File: src/rtl/rm_pkg.sv
// rm_pkg: shared types and constants for the running median block.
// Holds the sample width, the sequencer state type and the per-cell control struct.
// Depends on nothing.
`default_nettype none

package rm_pkg;

  localparam int VALUE_W = 31;

  typedef enum logic [2:0] {
    S_IDLE = 3'b001,
    S_CALC = 3'b010,
    S_LOAD = 3'b100
  } state_t;

  typedef struct packed {
    logic occupied;  // cell index below the effective count
    logic at_end;    // cell index equals the effective count
    logic sel_lo;    // cell holds the lower middle entry
    logic sel_hi;    // cell holds the upper middle entry
  } cell_ctrl_t;

endpackage

`default_nettype wire

File: src/rtl/rm_cell.sv
// rm_cell: one slot of the sorted chain; keeps one sample and passes it to its neighbor.
// Takes the new sample, shifts up when the lower neighbor moves, offers its value as a leaf when selected.
// Depends on rm_pkg.
`default_nettype none

module rm_cell (
  input  wire logic                            clk,
  input  wire logic                            load,
  input  wire rm_pkg::cell_ctrl_t              ctrl,
  input  wire logic [rm_pkg::VALUE_W-1:0]      sample,
  input  wire logic [rm_pkg::VALUE_W-1:0]      prev_value,
  input  wire logic                            prev_gt,
  output logic      [rm_pkg::VALUE_W-1:0]      value,
  output logic                                 gt,
  output logic      [2*rm_pkg::VALUE_W-1:0]    leaf
);

  assign gt = ctrl.occupied && (value > sample);

  always_ff @(posedge clk) begin
    if (load && (gt || ctrl.at_end)) begin
      // shift the lower neighbor up, or take the sample at the insertion point
      value <= prev_gt ? prev_value : sample;
    end
  end

  assign leaf = {ctrl.sel_hi ? value : {rm_pkg::VALUE_W{1'b0}},
                 ctrl.sel_lo ? value : {rm_pkg::VALUE_W{1'b0}}};

endmodule

`default_nettype wire

File: config.mk
export PLATFORM = sky130hd
export DESIGN_NAME = rm_cell
export DESIGN_NICKNAME = d
export VERILOG_FILES = /design/src/rtl/rm_pkg.sv /design/src/rtl/rm_cell.sv
export SDC_FILE = /design/constraint.sdc
export NUM_CORES = 1
export LEC_CHECK = 0
export ABC_AREA = 0
export BUFFER_PORTS_ARGS = -buffer_cell sky130_fd_sc_hd__buf_2
export CORE_ASPECT_RATIO = 0.8
export CORE_MARGIN = 4
export CORE_UTILIZATION = 39
export CTS_BUF_LIST = sky130_fd_sc_hd__clkbuf_16
export CTS_CLUSTER_DIAMETER = 30
export CTS_CLUSTER_SIZE = 10
export DETAILED_ROUTE_END_ITERATION = 16
export GPL_TIMING_DRIVEN = 0
export PLACE_DENSITY = 0.84
export SYNTH_ARGS = -nofsm -noshare
export SYNTH_HDL_FRONTEND = slang
export SYNTH_SLANG_ARGS = --single-unit
File: constraint.sdc
create_clock -name clk -period 2.8 [get_ports clk]
set_input_delay 0.14 -clock clk [delete_from_list [all_inputs] [get_ports clk]]
set_output_delay 0.14 -clock clk [all_outputs]
set_load 0.03 [all_outputs]
== Word level (Yosys, flattened, before mapping) ==
Index checks and enable logic that the tools add are counted.

* Logic and storage cells: 8
* Output and inout bits: 94
* Register bits: 31
* Input bits: 69

* Order comparisons: 1
* Reduce and logical (&&, ||, !) cells: 3
* Multiplexer cells: 3

{| class="wikitable"
|+ Operators by type and width
! kind !! count
|-
| $mux 31 || 3
|-
| $gt 31x31->1 || 1
|-
| $logic_and 1x1->1 || 2
|-
| $logic_or 1x1->1 || 1
|}

== Longest topological paths before layout ==
* Depth after elaboration: 4
* Gate-level depth with buffers: 7
* Depth with buffers taken out: 7

== Worst setup path after synthesis ==
Ideal clock, no wire load.

* Path kind: reg-to-reg
* Start point: register value[29] in the netlist's numbering
* End point: register value[0] in the netlist's numbering, enable pin
* Setup time: 393 ps
* Arrival time: 2562 ps
* Slack: -155 ps
* Stages on the path, launching flop included: 6
* Cells stage by stage: edfxtp_1 > ha_1 > nand4_2 > or4_1 > a21oi_2 > o41a_1

* Word-level cells in the longest chain between the ends: 4

{| class="wikitable"
|+ RTL lines
! item !! line !! source
|-
| start: declaration || rm_cell.sv:13 || <nowiki>output logic [rm_pkg::VALUE_W-1:0] value,</nowiki>
|-
| start signal: assignment || rm_cell.sv:23 || <nowiki>value <= prev_gt ? prev_value : sample;</nowiki>
|-
| $gt 31x31->1 || rm_cell.sv:18 || <nowiki>assign gt = ctrl.occupied && (value > sample);</nowiki>
|-
| $logic_and 1x1->1 || rm_cell.sv:18 ||
|-
| $logic_or 1x1->1 || rm_cell.sv:21 || <nowiki>if (load && (gt || ctrl.at_end)) begin</nowiki>
|-
| $logic_and 1x1->1 || rm_cell.sv:21 ||
|}

Every way passes these cells.
A chain may end at the register's enable or synchronous reset.

== Final worst setup path ==
* Start point: register value[13] in the netlist's numbering
* End point: register value[15] in the netlist's numbering, enable pin

Same word-level chain as after synthesis.

==> run metrics <==
CTS tree=built; Max stage delay on crit path=570 ps; layout overhead on the synthesized area=42.9%; Post-Syn Instances=283; worst vdd ir=0.245 mV; final antenna-violating net count=0; Rel. slew slack=0.649; critical path's slowest cell=o41a_4; largest net degree at the start of global routing=32; routed vias=2,616; Initial Utilization=0.409; CTS root buffer=clkbuf_16; synthesized area=0.00245 mm^2; Mean Syn Cell Area=8.67 um^2; Setup crit start kind=flip-flop; post-synthesis sequential area ratio=0.379; critical path arrival=2510 ps; WL final=7930 um; crit-path max FO=31; core area=0.00601 mm^2; global-route wire length before repair=12,600 um; Pwr Density=460 mW/mm^2; Clock H-tree levels=2; Crit. End Element=flip-flop; Via density=4.91; clock sinks=31; die height=79.0 um; # IOs=163; initial antenna violation count=0; Core Util, Final=0.584; Worst EP required=2760 ps; Pre-Repair DR Iteration Count=4; pre-CTS WS=95.7 ps; Worst Tran Pin Value=527 ps; drt wl/cell=14.9 um; Num CTS Buffers=5; Max-cap violations=0; row count=25; CP Cell Sequence=ha_1 -> a21oi_1 -> nand2_1 -> a221oi_1 -> a21oi_2 -> o41a_4; synth warn=0; total die area=0.00764 mm^2; Period minus WS final=2550 ps; DRC violations left=0; status=finished clean; total power=1.61 mW; leading registers by flop count=value x31; Worst Hold Class=in2reg; first-iteration detailed-routing DRC count=81; share of cells above drive strength 1=0.376; Leak=1.84 nW; routability cong.=0.825; Mapped Nets=383; Nets=551; maximum clock path buffer count=2; Final Cycle Share=0.910; FF+latch count, synth=31; postcts setup bufs=0; Clock Skew=4.61 ps; flip-flop count of the largest register after layout=31; Overflow after GRT=0; vias in the first global route=2,602; Hold Violations, Final=0; final setup margin=253 ps; Total Routing Usage GR=0.206; HPWL after DPL=6450 um; Final Max Slew Viols=0; n_diodes=0; Die Wd=96.7 um; RSZ-0062 raised after global routing=no; Yosys cell types=25; Final Setup Violations=0; total negative slack=0 ps; WS Path Type=reg2reg; Buffers on Ports=161; Most flops, register=value; Clock Latency Late Sink=270 ps; Max Clock Freq=393 MHz; clock transition at the registers of the reported paths=50 ps
[synthesized netlist by cell type]
cell      count  share of area
inv_1        32          0.049
or4_1         1         0.0031
nand3_1       4         0.0082
nand4_1       5          0.013
a221o_1       1         0.0041
a21oi_2       1         0.0036
a31oi_1       1         0.0026
and2_1       62           0.16
nor3_1        1         0.0020
and4_1        1         0.0036
nand4_2       1         0.0051
o31a_1        1         0.0036
clkbuf_1     13          0.020
a21oi_1      14          0.029
nor4_1        1         0.0026
mux2_2        1         0.0046
ha_1         31           0.16
o21a_1        1         0.0031
nand2_1      38          0.058
nand3b_1      2         0.0061
o21ai_0      36          0.073
edfxtp_1     31           0.38
nor2_1        2         0.0031
a221oi_1      1         0.0036
o41a_1        1         0.0046
[layer usage]
| layer | global-route usage | vias up | part of all wire |
|---|---|---|---|
| li1 | - | 1298 | - |
| met1 | 0.246 | 1214 | 0.43 |
| met2 | 0.369 | 96 | 0.49 |
| met3 | 0.0588 | 8 | 0.070 |
| met4 | 0.0519 | 0 | 0.0097 |
| met5 | 0 | - | 0 |
[report_power, final]
group | total [mW] | leakage [nW] | switching (mW) | internal (mW)
clock network | 0.503 | 0.0701 | 0.184 | 0.319
registers | 0.584 | 0.294 | 0.0290 | 0.555
logic | 0.525 | 1.48 | 0.346 | 0.179
total | 1.61 | 1.84 | 0.558 | 1.05
[worst paths after layout]
| kind | cells past startpoint | slack (ps) | to | from |
|---|---|---|---|---|
| hold reg to reg | 3 | 1360 | value[2] | value[30] |
| setup / recovery | 6 | 250 | value[15] | value[13] |
| setup reg to reg | 6 | 250 | value[15] | value[13] |
| hold / removal | 3 | 140 | value[29] | prev_value[29] |
[critical path, delay by kind of cell (launching register included)]
family / cells / cell delay (ps)
compound gates: 4 / 1370
fa+ha+maj: 1 / 360
simple gates: 1 / 60
flops: 1 / 430
[logic make-up (layout without fill, tap and decap cells)]
group | after synthesis | count (layout) | synth area share
buffers and inverters | 45 | 214 | 0.0688
AO/OA/AOI/OAI | 57 | 57 | 0.127
multiplexers | 1 | 1 | 0.00459
AND/OR/NAND/NOR | 118 | 118 | 0.262
flip-flops | 31 | 31 | 0.379
adder cells (fa/ha/maj) | 31 | 31 | 0.158
[stage by stage]
stage	instance area [um^2]	hold WS (ps)	cells
2_1_floorplan	2460	327	283
5_1_grt	3510	143	533
6_report	3510	144	533
4_1_cts	3500	140	533
3_3_place_gp	3360	417	525
3_5_place_dp	3360	418	525
[timing repair]
item,in CTS,in global routing
gates resized for setup,0,1
hold buffers,0,0
setup endpoints to repair,0,31
[cell type report]
| class | count | area (um^2) |
|---|---|---|
| Buffer | 13 | 48.8 |
| Clock buffer | 5 | 125 |
| Clock inverter | 3 | 11.3 |
| Fill cell | 565 | 2500 |
| Inverter | 32 | 120 |
| Multi-Input combinational cell | 207 | 1370 |
| Sequential cell | 31 | 931 |
| Tap cell | 81 | 101 |
| Timing Repair Buffer | 161 | 806 |
[cells in the final DEF, fill, tap and decap left out, types with 2 or more instances in the layout]
| cell type | count |
|---|---|
| nor2_1 | 2 |
| clkbuf_16 | 5 |
| edfxtp_1 | 31 |
| and2_1 | 62 |
| clkinv_1 | 2 |
| buf_2 | 161 |
| ha_1 | 31 |
| o21ai_0 | 36 |
| clkbuf_1 | 13 |
| nand2_1 | 38 |
| a21oi_1 | 14 |
| nand3_1 | 4 |
| nand3b_1 | 2 |
| inv_1 | 33 |
| nand4_1 | 5 |
(Power assumes the default switching activity.)
